<file path="config.mk">
export PLATFORM = sky130hd
export DESIGN_NAME = sine_plasma_pixel_generator_top
export DESIGN_NICKNAME = d
export VERILOG_FILES = /design/src/sv/spp_pkg.sv /design/src/sv/spp_mask.sv /design/src/sv/spp_plasma.sv /design/src/sv/sine_plasma_pixel_generator_top.sv
export SDC_FILE = /design/constraint.sdc
export NUM_CORES = 1
export LEC_CHECK = 0
export BUFFER_PORTS_ARGS = -buffer_cell sky130_fd_sc_hd__buf_2
export CORE_MARGIN = 2
export CORE_UTILIZATION = 60
export CTS_CLUSTER_SIZE = 24
export DETAILED_ROUTE_END_ITERATION = 8
export GPL_ROUTABILITY_DRIVEN = 1
export GPL_TIMING_DRIVEN = 0
export PLACE_DENSITY_LB_ADDON = 0.05
export REMOVE_ABC_BUFFERS = 1
export SLEW_MARGIN = 30
export SYNTH_ARGS = -nofsm -noshare
export SYNTH_HDL_FRONTEND = slang
export SYNTH_SLANG_ARGS = --single-unit
</file>
<file path="constraint.sdc">
create_clock -name clk -period 25.7 [get_ports clk]
set_clock_uncertainty 0.05 [all_clocks]
set_input_delay 2.57 -clock clk [delete_from_list [all_inputs] [get_ports clk]]
set_output_delay 2.57 -clock clk [all_outputs]
set_load 0.02 [all_outputs]
</file>
<file path="src/sv/spp_pkg.sv">
// package: widths, sine and colour-shift quarter tables, mask geometry, gradient pairs
package spp_pkg;

	localparam int FRAME_W  = 9;
	localparam int COLUMN_W = 7;
	localparam int ROW_W    = 7;
	localparam int BYTE_W   = 8;

	localparam int SINE_DEPTH     = 512;
	localparam int SHIFT_DEPTH    = 256;
	localparam int GRADIENT_STEPS = 65;
	localparam int MASK_ROWS      = 21;

	localparam int SINE_AW   = $clog2(SINE_DEPTH);
	localparam int SHIFT_AW  = $clog2(SHIFT_DEPTH);
	localparam int SINE_QTR  = SINE_DEPTH / 4;
	localparam int SHIFT_QTR = SHIFT_DEPTH / 4;
	localparam int SINE_AMP  = 32;
	localparam int SHIFT_AMP = 132;

	// sine value 0..64, shift value 0..264, sum of all five 0..520
	localparam int SINE_W  = 7;
	localparam int SHIFT_W = 9;
	localparam int SUM_W   = 10;
	localparam int GRAD_W  = SUM_W - 3;

	localparam int PAIR_COUNT = 65;
	localparam int IDX_MAX    = (GRADIENT_STEPS < PAIR_COUNT ? GRADIENT_STEPS : PAIR_COUNT) - 1;

	localparam int MASK_TOP  = 38;
	localparam int GEO_ROWS  = 21;
	localparam int GEO_AW    = $clog2(GEO_ROWS);
	localparam int ROWS_USED = (MASK_ROWS < GEO_ROWS) ? MASK_ROWS : GEO_ROWS;

	localparam real HALF_PI    = 1.5707963267948966;
	localparam real SINE_STEP  = HALF_PI / SINE_QTR;
	localparam real SHIFT_STEP = HALF_PI / SHIFT_QTR;

	typedef logic [15:0] sine_q_t [0:SINE_QTR];
	typedef logic [15:0] shift_q_t [0:SHIFT_QTR];

	typedef struct packed {
		logic covered;
		logic border;
	} mask_t;

	// quarter-wave entry: bit 15 says the product has a fraction, low bits hold its floor
	function automatic logic [15:0] quarter_entry(int r, int quarter, real step, real amp);
		real p;
		int  fl;
		logic up;
		if (r == 0) begin
			return '0;
		end
		if (r == quarter) begin
			return 16'($rtoi(amp));
		end
		p  = amp * $sin(step * r);
		fl = $rtoi(p);
		up = (p > $itor(fl));
		return {up, 15'(fl)};
	endfunction

	function automatic sine_q_t build_sine_q();
		sine_q_t t;
		for (int r = 0; r <= SINE_QTR; r++) begin
			t[r] = quarter_entry(r, SINE_QTR, SINE_STEP, real'(SINE_AMP));
		end
		return t;
	endfunction

	function automatic shift_q_t build_shift_q();
		shift_q_t t;
		for (int r = 0; r <= SHIFT_QTR; r++) begin
			t[r] = quarter_entry(r, SHIFT_QTR, SHIFT_STEP, real'(SHIFT_AMP));
		end
		return t;
	endfunction

	localparam sine_q_t  SINE_Q  = build_sine_q();
	localparam shift_q_t SHIFT_Q = build_shift_q();

	// per mask row: two half-open spans of 2x+1
	localparam logic [6:0] MASK_GEO [GEO_ROWS][4] = '{
		'{7'd45, 7'd51, 7'd73, 7'd87}, '{7'd41, 7'd57, 7'd71, 7'd91},
		'{7'd39, 7'd59, 7'd69, 7'd95}, '{7'd39, 7'd59, 7'd67, 7'd95},
		'{7'd37, 7'd61, 7'd67, 7'd97}, '{7'd37, 7'd61, 7'd67, 7'd97},
		'{7'd37, 7'd61, 7'd67, 7'd97}, '{7'd37, 7'd61, 7'd67, 7'd99},
		'{7'd37, 7'd61, 7'd69, 7'd99}, '{7'd37, 7'd59, 7'd69, 7'd99},
		'{7'd37, 7'd59, 7'd69, 7'd99}, '{7'd37, 7'd59, 7'd71, 7'd99},
		'{7'd37, 7'd57, 7'd71, 7'd99}, '{7'd37, 7'd57, 7'd71, 7'd99},
		'{7'd39, 7'd57, 7'd73, 7'd99}, '{7'd39, 7'd55, 7'd73, 7'd99},
		'{7'd39, 7'd55, 7'd75, 7'd97}, '{7'd41, 7'd53, 7'd77, 7'd97},
		'{7'd41, 7'd53, 7'd79, 7'd95}, '{7'd43, 7'd51, 7'd81, 7'd95},
		'{7'd45, 7'd49, 7'd83, 7'd93}};

	// attribute in the high byte, character in the low byte; second row for edge cells
	localparam logic [15:0] PAIR_ROM [2][PAIR_COUNT] = '{
		'{16'h00b1, 16'h00b1, 16'h00b1, 16'h00b1, 16'h00b1, 16'h00b1, 16'h00b1, 16'h00b1,
		  16'h00b1, 16'h08b0, 16'h08b1, 16'h80b0, 16'h88b1, 16'h84b0, 16'h84b1, 16'h48b0,
		  16'h44b1, 16'h45b0, 16'h45b1, 16'h54b0, 16'h55b1, 16'h59b0, 16'h59b1, 16'h95b0,
		  16'h99b1, 16'h93b0, 16'h93b1, 16'h39b0, 16'h33b1, 16'h3ab0, 16'h3ab1, 16'ha3b0,
		  16'haab1, 16'haeb0, 16'haeb1, 16'heab0, 16'heeb1, 16'hefb0, 16'hefb1, 16'hfeb0,
		  16'hffb1, 16'hfbb0, 16'hfbb1, 16'hbfb0, 16'hbbb1, 16'hbdb0, 16'hbdb1, 16'hdbb0,
		  16'hddb1, 16'hd6b0, 16'hd6b1, 16'h6db0, 16'h66b1, 16'h64b0, 16'h64b1, 16'h46b0,
		  16'h44b1,
		  16'h44b1, 16'h44b1, 16'h44b1, 16'h44b1, 16'h44b1, 16'h44b1, 16'h44b1, 16'h44b1},
		'{16'h00b0, 16'h00b0, 16'h00b0, 16'h00b0, 16'h00b0, 16'h00b0, 16'h00b0, 16'h00b0,
		  16'h00b0, 16'h00b0, 16'h08b0, 16'h08b0, 16'h08b1, 16'h08b1, 16'h08b1, 16'h04b1,
		  16'h04b1, 16'h04b1, 16'h04b1, 16'h05b1, 16'h05b1, 16'h05b1, 16'h05b1, 16'h09b1,
		  16'h09b1, 16'h09b1, 16'h09b1, 16'h03b1, 16'h03b1, 16'h03b1, 16'h03b1, 16'h0ab1,
		  16'h0ab1, 16'h0ab1, 16'h0ab1, 16'h0eb1, 16'h0eb1, 16'h0eb1, 16'h0eb1, 16'h0fb1,
		  16'h0fb1, 16'h0fb1, 16'h0bb1, 16'h0bb1, 16'h0bb1, 16'h0bb1, 16'h0db1, 16'h0db1,
		  16'h0db1, 16'h0db1, 16'h06b1, 16'h06b1, 16'h06b1, 16'h06b1, 16'h04b1, 16'h04b1,
		  16'h04b1,
		  16'h04b1, 16'h04b1, 16'h04b1, 16'h04b1, 16'h04b1, 16'h04b1, 16'h04b1, 16'h04b1}};

endpackage

</file>
<file path="src/sv/spp_mask.sv">
// mask membership and edge test for one character cell
module spp_mask (
	input  logic [spp_pkg::COLUMN_W-1:0] column,
	input  logic [spp_pkg::ROW_W-1:0]    row,
	output spp_pkg::mask_t               mask
);
	import spp_pkg::*;

	// x and y may step one cell off the screen on either side
	function automatic logic in_mask(logic signed [8:0] x, logic signed [8:0] y);
		logic signed [8:0] r;
		logic signed [9:0] xx;
		logic [GEO_AW-1:0] ri;
		logic in_a;
		logic in_b;
		r  = y - 9'(MASK_TOP);
		xx = {x, 1'b1};
		if (r[8] || (r[7:0] >= 8'(ROWS_USED))) begin
			return 1'b0;
		end
		ri   = r[GEO_AW-1:0];
		in_a = (xx >= $signed({3'b000, MASK_GEO[ri][0]})) &&
		       (xx <  $signed({3'b000, MASK_GEO[ri][1]}));
		in_b = (xx >= $signed({3'b000, MASK_GEO[ri][2]})) &&
		       (xx <  $signed({3'b000, MASK_GEO[ri][3]}));
		return in_a || in_b;
	endfunction

	logic signed [8:0] x9;
	logic signed [8:0] y9;
	logic              all_nbrs_in;

	assign x9 = $signed(9'(column));
	assign y9 = $signed(9'(row));

	assign all_nbrs_in = in_mask(x9 - 9'sd1, y9) && in_mask(x9 + 9'sd1, y9) &&
	                     in_mask(x9, y9 - 9'sd1) && in_mask(x9, y9 + 9'sd1);

	assign mask.covered = in_mask(x9, y9);
	assign mask.border  = mask.covered && !all_nbrs_in;

endmodule

</file>
<file path="src/sv/spp_plasma.sv">
// plasma value from four sine lookups and one colour-shift lookup, then gradient index
module spp_plasma (
	input  logic [spp_pkg::FRAME_W-1:0]  frame_number,
	input  logic [spp_pkg::COLUMN_W-1:0] column,
	input  logic [spp_pkg::ROW_W-1:0]    row,
	output logic [spp_pkg::GRAD_W-1:0]   grad_idx
);
	import spp_pkg::*;

	// full wave from the quarter table: mirror in odd quadrants, negate in the lower half
	function automatic logic [SINE_W-1:0] sine_val(logic [SINE_AW-1:0] i);
		logic [1:0]          quad;
		logic [SINE_AW-2:0]  r;
		logic [15:0]         e;
		logic [SINE_W-1:0]   fl;
		quad = i[SINE_AW-1 -: 2];
		r    = quad[0] ? (SINE_AW-1)'(SINE_QTR - int'(i[SINE_AW-3:0]))
		               : {1'b0, i[SINE_AW-3:0]};
		e    = SINE_Q[r];
		fl   = e[SINE_W-1:0];
		if (!quad[1]) begin
			return SINE_W'(SINE_AMP) + fl;
		end
		return SINE_W'(SINE_AMP) - fl - SINE_W'(e[15]);
	endfunction

	function automatic logic [SHIFT_W-1:0] shift_val(logic [SHIFT_AW-1:0] i);
		logic [1:0]          quad;
		logic [SHIFT_AW-2:0] r;
		logic [15:0]         e;
		logic [SHIFT_W-1:0]  fl;
		quad = i[SHIFT_AW-1 -: 2];
		r    = quad[0] ? (SHIFT_AW-1)'(SHIFT_QTR - int'(i[SHIFT_AW-3:0]))
		               : {1'b0, i[SHIFT_AW-3:0]};
		e    = SHIFT_Q[r];
		fl   = e[SHIFT_W-1:0];
		if (!quad[1]) begin
			return SHIFT_W'(SHIFT_AMP) + fl;
		end
		return SHIFT_W'(SHIFT_AMP) - fl - SHIFT_W'(e[15]);
	endfunction

	logic [12:0]         f13;
	logic [12:0]         x13;
	logic [12:0]         y13;
	logic [12:0]         phase_a;
	logic [12:0]         phase_b;
	logic [12:0]         phase_c;
	logic [12:0]         phase_d;
	logic [SUM_W-1:0]    v;
	logic [GRAD_W-1:0]   raw_idx;

	assign f13 = 13'(frame_number);
	assign x13 = 13'(column);
	assign y13 = 13'(row);

	// phases wrap modulo the table depth through the low address bits
	assign phase_a = f13 * 13'd16 + y13 * 13'd24;
	assign phase_b = y13 * 13'd3 - f13;
	assign phase_c = f13 * 13'd8 + x13 * 13'd40;
	assign phase_d = f13 * 13'd2 + x13 * 13'd5;

	assign v = SUM_W'(shift_val(frame_number[SHIFT_AW-1:0]))
	         + SUM_W'(sine_val(phase_a[SINE_AW-1:0]))
	         + SUM_W'(sine_val(phase_b[SINE_AW-1:0]))
	         + SUM_W'(sine_val(phase_c[SINE_AW-1:0]))
	         + SUM_W'(sine_val(phase_d[SINE_AW-1:0]));

	assign raw_idx  = v[SUM_W-1:3];
	assign grad_idx = (raw_idx > GRAD_W'(IDX_MAX)) ? GRAD_W'(IDX_MAX) : raw_idx;

endmodule

</file>
<file path="src/sv/sine_plasma_pixel_generator_top.sv">
// top level: cell register, plasma and mask logic, result register
// a result is offered from the result register once its cell has moved on from the cell register
// throughput: one cell per clock; the only hold-off is a stalled, full result register
// set by the single cell register feeding the result register through the table logic
// reset (arst_n low, asynchronous) empties both stages; the tables are constants
// nothing is built or cleared after reset, the first cell may follow at once
module sine_plasma_pixel_generator_top (
	input  logic                          clk,
	input  logic                          arst_n,
	// cell channel
	input  logic                          in_valid,
	output logic                          in_stall,
	input  logic [spp_pkg::FRAME_W-1:0]   frame_number,
	input  logic [spp_pkg::COLUMN_W-1:0]  column,
	input  logic [spp_pkg::ROW_W-1:0]     row,
	// result channel
	output logic                          out_valid,
	input  logic                          out_stall,
	output logic                          write_enable,
	output logic                          edge_cell,
	output logic [spp_pkg::BYTE_W-1:0]    char_byte,
	output logic [spp_pkg::BYTE_W-1:0]    attr_byte
);
	import spp_pkg::*;

	// stage 1: the accepted cell
	logic                 valid_s1;
	logic [FRAME_W-1:0]   frame_s1;
	logic [COLUMN_W-1:0]  column_s1;
	logic [ROW_W-1:0]     row_s1;

	// stage 2: the result waiting to be taken
	logic                 valid_s2;
	logic                 write_enable_s2;
	logic                 edge_cell_s2;
	logic [BYTE_W-1:0]    char_byte_s2;
	logic [BYTE_W-1:0]    attr_byte_s2;

	logic                 advance_s2;
	mask_t                mask;
	logic [GRAD_W-1:0]    grad_idx;
	logic [15:0]          pair;

	// the result register frees up when empty or when its item is taken this cycle
	assign advance_s2 = !valid_s2 || !out_stall;
	// the cell register holds only while its item cannot move on
	assign in_stall   = valid_s1 && !advance_s2;

	// mask membership plus 4-neighbour edge test
	spp_mask u_mask (
		.column (column_s1),
		.row    (row_s1),
		.mask   (mask)
	);

	// plasma sum and clamped gradient index
	spp_plasma u_plasma (
		.frame_number (frame_s1),
		.column       (column_s1),
		.row          (row_s1),
		.grad_idx     (grad_idx)
	);

	// edge cells take the second gradient row
	assign pair = PAIR_ROM[mask.border][grad_idx];

	always_ff @(posedge clk or negedge arst_n) begin
		if (!arst_n) begin
			valid_s1 <= 1'b0;
		end else if (!in_stall) begin
			valid_s1 <= in_valid;
		end
	end

	// payload needs no reset
	always_ff @(posedge clk) begin
		if (!in_stall && in_valid) begin
			frame_s1  <= frame_number;
			column_s1 <= column;
			row_s1    <= row;
		end
	end

	always_ff @(posedge clk or negedge arst_n) begin
		if (!arst_n) begin
			valid_s2 <= 1'b0;
		end else if (advance_s2) begin
			valid_s2 <= valid_s1;
		end
	end

	// a cell outside the mask gives an all-zero item
	always_ff @(posedge clk) begin
		if (advance_s2 && valid_s1) begin
			write_enable_s2 <= mask.covered;
			edge_cell_s2    <= mask.border;
			char_byte_s2    <= mask.covered ? pair[7:0]  : '0;
			attr_byte_s2    <= mask.covered ? pair[15:8] : '0;
		end
	end

	assign out_valid    = valid_s2;
	assign write_enable = write_enable_s2;
	assign edge_cell    = edge_cell_s2;
	assign char_byte    = char_byte_s2;
	assign attr_byte    = attr_byte_s2;

endmodule

</file>
==> metrics, run 1 <==
Die Y=146 µm; Worst Path Required=25.64 ns; Crit path largest cell delay=0.86 ns; most frequent cells in the layout=ha_1 (213), inv_1 (129), a21oi_1 (123); vias post-DR=11,357; met2 GRT Util=46.2%; CTS resizes=0; Mapped Area=12,000 µm²; Worst-Skew Late Latency=0.28 ns; final period utilization=47.3%; synthesized flop and latch total=37; Setup crit end kind=flip-flop; endpoints failing setup=0; Main synth FF type=edfxtp_1; CTS Buf Count=5; full die area=21,200 µm²; # IOs=47; critical path endpoint=attr_byte[2]; Hold Violations, Final=0; share of synthesized registers carrying an async set or reset=5.41%; f_max=82.3 MHz; cell area after layout=12,500 µm²; unrepaired setup endpoints after global routing=false; Max Cap Violations=0; worst min path class=flip-flop to flip-flop; Final nets=1,813; R2R Setup Slk=13.55 ns; post-CTS setup buffers=0; DRC Markers=0; Data arrival, critical path=12.09 ns; Post-DP HPWL=24.3 mm; Synth Area per Inst=7.76 µm²; Final Max Tran Viols=0; Yosys cell types=104; total grt overflow=0; WL/cell=17.2 µm; dpl cells=1,793; n_diodes=0; DRT Pass-1 Iters=8; clk root buf=clkbuf_16; Setup CP Type=flip-flop to flip-flop; H-Tree Depth=2; Die W=146 µm; core footprint=19,600 µm²; max_slew headroom=33.7%; M3 GR Usage=2.95%; Post-DRT Antenna Nets=0; CP startpoint kind=flip-flop; commonest non-fill, non-tap cell in the layout=ha_1; fillers=1,765; final wirelength=30.9 mm; critical path peak fanout=19; initial antenna violation count=0; Initial Util=61.4%; Least-Margin Pin Slew=0.988 ns; first-pass GRT wire length=51.3 mm; largest net degree at the start of global routing=24; Setup crit start=row_s1[0]; Reg2Reg Depth=43; GRT Util Overall=28.3%; Rows=51; fin cells=1,802; Area growth, synth to finish=4.22%; setup_tns=0 ns; clk slew on worst S/H paths=0.05 ns; Mapped Cells=1,551; vias in the first global route=10,414; Clock Sinks=37; GP Congestion=0.937; outcome=complete, no violations; placed cell area=12,300 µm²; Post-synth EDFFs=35; worst r2r dst=attr_byte[2]; Seq/Total Area, Yosys=9.15%; Worst R2R Start=row_s1[0]; Vias/cell=6.30; Max Root-Sink Buffers=2; layout cells sized above 1=7.48%; cts hold-fix bufs=0; Initial DRC Count=840; CTS tree=done; Final Critical Period=12.15 ns; busiest grt layer=met2; synth warn=0; # port buffers=42; slowest CP cell=edfxtp_1; global-route track usage on met1=40.7%
[worst max-delay path: cells and delay by family (launching register included)]
| family | cells | cell delay [ns] |
|---|---|---|
| buffers and inverters | 6 | 1.08 |
| and+or+nand+nor | 10 | 2.29 |
| DFF | 1 | 0.86 |
| AOI/OAI and AO/OA | 14 | 2.77 |
| adders and majority gates | 11 | 4.05 |
| muxes | 2 | 0.75 |
[sequential cells by signal, summed over array words and instances, names as in the netlist]
signal and count:
frame_s1 9, row_s1 7, edge_cell 1, valid_s1 1, attr_byte 8, column_s1 7, out_valid 1, char_byte 2
write_enable 1
[area by class of cell]
type | instances | area (µm²) | area share [%]
multi-input combinational | 1309 | 10200 | 81.3
sequential | 37 | 1100 | 8.78
inverter | 137 | 514 | 4.10
tap | 265 | 332 | 2.64
timing repair buffer | 47 | 270 | 2.16
clock buffer | 6 | 129 | 1.03
clock inverter | 1 | 3.75 | 0.0299
[metal layers]
layer  vias up  wire length (µm)
met3        38              2080
met4         0               484
li1       5652                 -
met5         -                 0
met2       409             13900
met1      5258             14500
[cells in the mapped netlist (9+ instances only)]
master    instances  share of area, %
a211o_1           9              0.66
a211oi_1         19               1.2
a21o_1           34               2.1
a21oi_1         123               5.1
a31oi_1          31               1.6
and2_1           10              0.52
and3_1           12              0.62
buf_2             9              0.37
clkbuf_1         52               1.6
edfxtp_1         35               8.7
fa_1             36               6.0
ha_1            213                22
inv_1           129               4.0
mux2i_1          20               1.7
nand2_1         104               3.2
nand2b_1         22               1.1
nand3_1          60               2.5
nand4_1          13              0.68
nor2_1          112               3.5
nor2b_1          17              0.88
nor3_1           40               1.7
nor4_1           14              0.73
o211ai_1         21               1.3
o21ai_0          89               3.7
o21bai_1         11              0.69
o22ai_1           9              0.47
o31ai_1          12              0.75
or3_1            11              0.57
xnor2_1          68               5.0
xor2_1           24               1.7
[stage by stage]
stage / setup WS (ns) / utilization [%] / hold slack (ns)
floorplan: 15.25 / - / 0.393
global placement: 13.34 / 62.6 / 0.410
detailed placement: 13.60 / 63.0 / 0.422
CTS: 13.57 / 63.7 / 0.433
global route: 12.66 / 64.0 / 0.460
finish: 13.55 / 64.0 / 0.449
[worst min-delay path by stage]
stage	start	end	slack [ns]	cells after the start
3_3_place_gp	valid_s1	out_valid	0.41	1
3_5_place_dp	valid_s1	out_valid	0.42	1
5_1_grt	valid_s1	out_valid	0.46	1
4_1_cts	valid_s1	out_valid	0.43	1
6_report	valid_s1	out_valid	0.45	1
2_1_floorplan	valid_s1	out_valid	0.39	1
[kinds of logic after synthesis]
family          Yosys count  share of synthesized area [%]
buf+inv                 208                           6.90
compound gates          481                           27.3
other cells               1                         0.0312
fa+ha+maj               249                           28.1
flops                    37                           9.15
xor+xnor                 96                           7.29
simple gates            452                           18.8
mux                      27                           2.32
Power of run 1 is not shown: default switching activity piles up to over one toggle a cycle in this logic, so the estimate is an artifact.
==> inputs of run 2 (changes only) <==
--- a/config.mk
+++ b/config.mk
@@ -7,7 +7,7 @@
 export LEC_CHECK = 0
 export BUFFER_PORTS_ARGS = -buffer_cell sky130_fd_sc_hd__buf_2
 export CORE_MARGIN = 2
-export CORE_UTILIZATION = 60
+export CORE_UTILIZATION = 59
 export CTS_CLUSTER_SIZE = 24
 export DETAILED_ROUTE_END_ITERATION = 8
 export GPL_ROUTABILITY_DRIVEN = 1
==> constraint.sdc (replaced) <==
create_clock -name clk -period 10.3 [get_ports clk]
set_clock_uncertainty 0.05 [all_clocks]
set_input_delay 1.03 -clock clk [delete_from_list [all_inputs] [get_ports clk]]
set_output_delay 1.03 -clock clk [all_outputs]
set_load 0.02 [all_outputs]
==> metrics, run 2 (synthesized netlist as in run 1, its figures left out) <==
outcome=complete, no violations; Max Cap Violations=0 (unchanged); R2R Setup Slk=0.32 ns (-13.22 ns); CP startpoint kind=flip-flop; Clock Sinks=37 (unchanged); n_diodes=0 (unchanged); slowest CP cell=or4_4; Post-DRT Antenna Nets=0 (unchanged); DRC Markers=0 (unchanged); most frequent cells in the layout=ha_1 (205), inv_1 (123), a21oi_1 (111); GRT Util Overall=29.8% (+1.5 points); Rows=52 (+2.0%); Setup CP Type=flip-flop to flip-flop; CTS Buf Count=5 (unchanged); vias in the first global route=10,881 (+4.5%); worst r2r dst=attr_byte[0]; initial antenna violation count=0 (unchanged); fin cells=1,874 (+4.0%); total grt overflow=0 (unchanged); final period utilization=96.9% (+50 points); endpoints failing setup=0 (unchanged); GP Congestion=0.911 (-2.8%); clk root buf=clkbuf_16; CTS tree=done; Final Critical Period=9.98 ns (-2.18 ns); H-Tree Depth=2 (unchanged); first-pass GRT wire length=54.0 mm (+5.3%); max_slew headroom=36.0% (+2.3 points); WHS Endpoint=out_valid; # IOs=47 (unchanged); dpl cells=1,797 (+0.22%); clk slew on worst S/H paths=0.05 ns (about the same); Initial DRC Count=907 (+8.0%); DRT Pass-1 Iters=5 (-3); full die area=21,500 µm² (+1.6%); critical path peak fanout=6 (-13); placed cell area=12,300 µm² (about the same); largest net degree at the start of global routing=24 (unchanged); Die Y=147 µm (+0.82%); Final nets=1,879 (+3.6%); Reg2Reg Depth=47 (+9.3%); Data arrival, critical path=10.00 ns (-2.09 ns); cell area after layout=13,700 µm² (+9.4%); final wirelength=33.9 mm (+9.6%); Crit path largest cell delay=0.56 ns (-0.30 ns); Setup crit end kind=flip-flop; most used cell, CP=inv_1; core footprint=20,100 µm² (+2.6%); WHS=0.453 ns (+0.00389 ns); Worst-Skew Late Latency=0.28 ns (about the same); Hold Violations, Final=0 (unchanged); Final Max Tran Viols=0 (unchanged); final core occ=68.2% (+4.2 points); Die W=147 µm (+0.82%); # port buffers=42 (unchanged); commonest non-fill, non-tap cell in the layout=ha_1; Least-Margin Pin Slew=0.952 ns (-0.0357 ns); layout cells sized above 1=16.4% (+8.9 points); cts hold-fix bufs=0 (unchanged); worst min path class=flip-flop to flip-flop; WL/cell=18.1 µm (+5.4%); Vias/cell=6.35 (+0.71%); unrepaired setup endpoints after global routing=true; f_max=100 MHz (+22%); Initial Util=59.8% (-1.6 points); number of flip-flops in the largest register=9 (unchanged); min-delay src=valid_s1; Worst Path Required=10.32 ns (-15.32 ns); Post-DP HPWL=24.3 mm (+0.16%); fillers=1,700 (-3.7%); Max Root-Sink Buffers=2 (unchanged); vias post-DR=11,895 (+4.7%); Largest Register=frame_s1; Worst R2R Start=column_s1[1]; hold path cells=1 (unchanged); Area growth, synth to finish=14.0%
## run 2: area by class of cell
| class | instances | area (µm²) | share of cell area (%) |
|---|---|---|---|
| Timing Repair inverter | 1 | 7.51 | 0.0547 |
| Clock buffer | 6 | 129 | 0.940 |
| Timing Repair Buffer | 112 | 759 | 5.54 |
| Inverter | 137 | 539 | 3.93 |
| Multi-Input combinational cell | 1309 | 10800 | 78.8 |
| Clock inverter | 2 | 33.8 | 0.246 |
| Sequential cell | 37 | 1100 | 8.03 |
| Tap cell | 270 | 338 | 2.46 |
## run 2: timing repair
action,4_1_cts,5_1_grt
endpoints found under the setup margin,9,9
gates resized for setup,40,79
gates cloned,1,0
buffers inserted,37,31
pin swaps,11,28
## run 2: worst max-delay path by stage
stage                  from           end
2_1_floorplan     row_s1[0]  attr_byte[2]
3_3_place_gp      row_s1[0]  attr_byte[2]
3_5_place_dp      row_s1[0]  attr_byte[2]
4_1_cts        column_s1[1]  attr_byte[0]
5_1_grt        column_s1[1]  attr_byte[7]
6_report       column_s1[1]  attr_byte[0]
## run 2: critical path, delay by kind of cell, from the launching register on
family / cells / cell delay [ns]
adders and majority gates: 11 / 3.41
AOI/OAI and AO/OA: 17 / 2.95
and+or+nand+nor: 5 / 1.38
buffers and inverters: 11 / 1.00
xor gates and xnor gates: 3 / 0.49
DFF: 1 / 0.47
## run 2: routing by layer
metal	up-vias	track usage, %	wire length (µm)
li1	5785	-	-
met1	5595	42.8	15400
met2	450	47.5	15300
met3	65	4.97	2500
met4	0	5.87	654
met5	-	0	0
## run 2: through the flow
stage | setup TNS (ns) | setup WS [ns]
floorplan | -0.430 | -0.152
global placement | -17.83 | -2.23
detailed placement | -17.57 | -2.24
CTS | 0 | 0.0381
global route | -0.162 | -0.0710
finish | 0 | 0.321
Power of run 2 is left out for the same reason.
==> inputs of run 3 (changes only) <==
--- a/config.mk
+++ b/config.mk
@@ -12,7 +12,7 @@
 export DETAILED_ROUTE_END_ITERATION = 8
 export GPL_ROUTABILITY_DRIVEN = 1
 export GPL_TIMING_DRIVEN = 0
-export PLACE_DENSITY_LB_ADDON = 0.05
+export PLACE_DENSITY = 0.8
 export REMOVE_ABC_BUFFERS = 1
 export SLEW_MARGIN = 30
 export SYNTH_ARGS = -nofsm -noshare
==> metrics, run 3 (synthesized netlist as in run 1, its figures left out) <==
outcome=complete, no violations; CP startpoint kind=flip-flop; vias post-DR=12,220 (+2.7%); final wirelength=34.8 mm (+2.8%); most frequent cells in the layout=ha_1 (205), inv_1 (123), a21oi_1 (113); GP Congestion=0.918 (+0.75%); DRT Pass-1 Iters=5 (unchanged); core footprint=20,100 µm² (unchanged); first-pass GRT wire length=54.3 mm (+0.45%); H-Tree Depth=2 (unchanged); commonest non-fill, non-tap cell in the layout=ha_1; Initial DRC Count=990 (+9.2%); Setup CP Type=flip-flop to flip-flop; Worst R2R Start=frame_s1[4]; Rows=52 (unchanged); Data arrival, critical path=9.92 ns (-0.08 ns); Buf+Inv Stages, Crit Path=7 (-4); Initial Util=59.8% (unchanged); cts hold-fix bufs=0 (unchanged); worst min path class=flip-flop to flip-flop; Least-Margin Pin Slew=1.06 ns (+0.113 ns); Worst Path Required=10.23 ns (-0.09 ns); Final Critical Period=9.99 ns (+0.0109 ns); Post-DRT Antenna Nets=0 (unchanged); largest net degree at the start of global routing=24 (unchanged); dpl cells=1,798 (+0.056%); # port buffers=42 (unchanged); Max Cap Violations=0 (unchanged); full die area=21,500 µm² (unchanged); Area growth, synth to finish=13.2%; n_diodes=0 (unchanged); most used cell, CP=inv_1; max_slew headroom=28.1% (-7.8 points); # IOs=47 (unchanged); Hold Violations, Final=0 (unchanged); Setup crit start=frame_s1[4]; f_max=100 MHz (-0.11%); clk root buf=clkbuf_16; initial antenna violation count=0 (unchanged); Die W=147 µm (unchanged); total grt overflow=0 (unchanged); Setup crit end kind=flip-flop; CTS tree=done; min-delay src=valid_s1; Crit path largest cell delay=0.75 ns (+0.19 ns); critical path peak fanout=12 (+6); final period utilization=97.0% (+0.11 points); Worst-Skew Late Latency=0.28 ns (about the same); DRC Markers=0 (unchanged); layout cells sized above 1=16.0% (-0.39 points); endpoints failing setup=0 (unchanged); Die Y=147 µm (unchanged); vias in the first global route=10,986 (+0.96%); WHS=0.443 ns (-0.00978 ns); Clock Sinks=37 (unchanged); number of flip-flops in the largest register=9 (unchanged); Vias/cell=6.51 (+2.6%); GRT Util Overall=29.8% (+0.059 points); clk slew on worst S/H paths=0.05 ns (about the same); fin cells=1,876 (+0.11%); Final nets=1,881 (+0.11%); WL/cell=18.6 µm (+2.7%); Largest Register=frame_s1; slowest CP cell=edfxtp_1; CTS Buf Count=5 (unchanged); Post-DP HPWL=24.1 mm (-0.97%); Max Root-Sink Buffers=2 (unchanged); Crit path max-delay family=adder cells; Final Max Tran Viols=0 (unchanged)
run 3: cell count changes in the layout (fill, tap and decap cells not counted), sizes merged:
| cell | delta |
|---|---|
| clkinv | +2 |
| clkbuf | -1 |
| clkinvlp | -1 |
| buf | +3 |
| bufinv | -1 |
run 3: worst paths after layout:
check	endpoint	slack, ns	depth (start not counted)
setup / recovery	attr_byte[2]	0.31	43
hold / removal	out_valid	0.44	1
setup reg to reg	attr_byte[2]	0.31	43
hold reg to reg	out_valid	0.44	1
max in group asynchronous	out_valid	9.60	1
min in group asynchronous	valid_s1	0.49	1
run 3: timing repair:
item                                    CTS  global route
gates resized for setup                  47            59
endpoints found under the setup margin    9             9
setup buffers                            34            36
pin swaps                                12            24
run 3: layout make-up:
class,count,area (µm²)
multi-input combinational,1309,10700
fill,1610,6490
sequential,37,1100
timing repair buffer,115,763
inverter,137,539
tap,270,338
clock buffer,5,125
clock inverter,3,17.5
run 3: layer usage:
| layer | global-route usage (%) | vias up | wire, µm | share of wire (%) |
|---|---|---|---|---|
| met5 | 0 | - | 0 | 0 |
| li1 | - | 5801 | - | - |
| met2 | 49.7 | 615 | 16300 | 47 |
| met4 | 7.96 | 0 | 984 | 2.8 |
| met1 | 40.7 | 5716 | 14500 | 42 |
| met3 | 4.35 | 88 | 2960 | 8.5 |
run 3: through the flow:
stage,TNS [ns],setup WS (ns),instance area (µm²),utilization [%]
3_3_place_gp,-16.19,-2.05,12300,61.0
6_report,0,0.311,13600,67.7
3_5_place_dp,-17.53,-2.28,12300,61.4
5_1_grt,-0.643,-0.140,13600,67.7
4_1_cts,0,0.00472,13000,64.6
2_1_floorplan,-0.430,-0.152,11700,-
Power of run 3 is left out for the same reason.
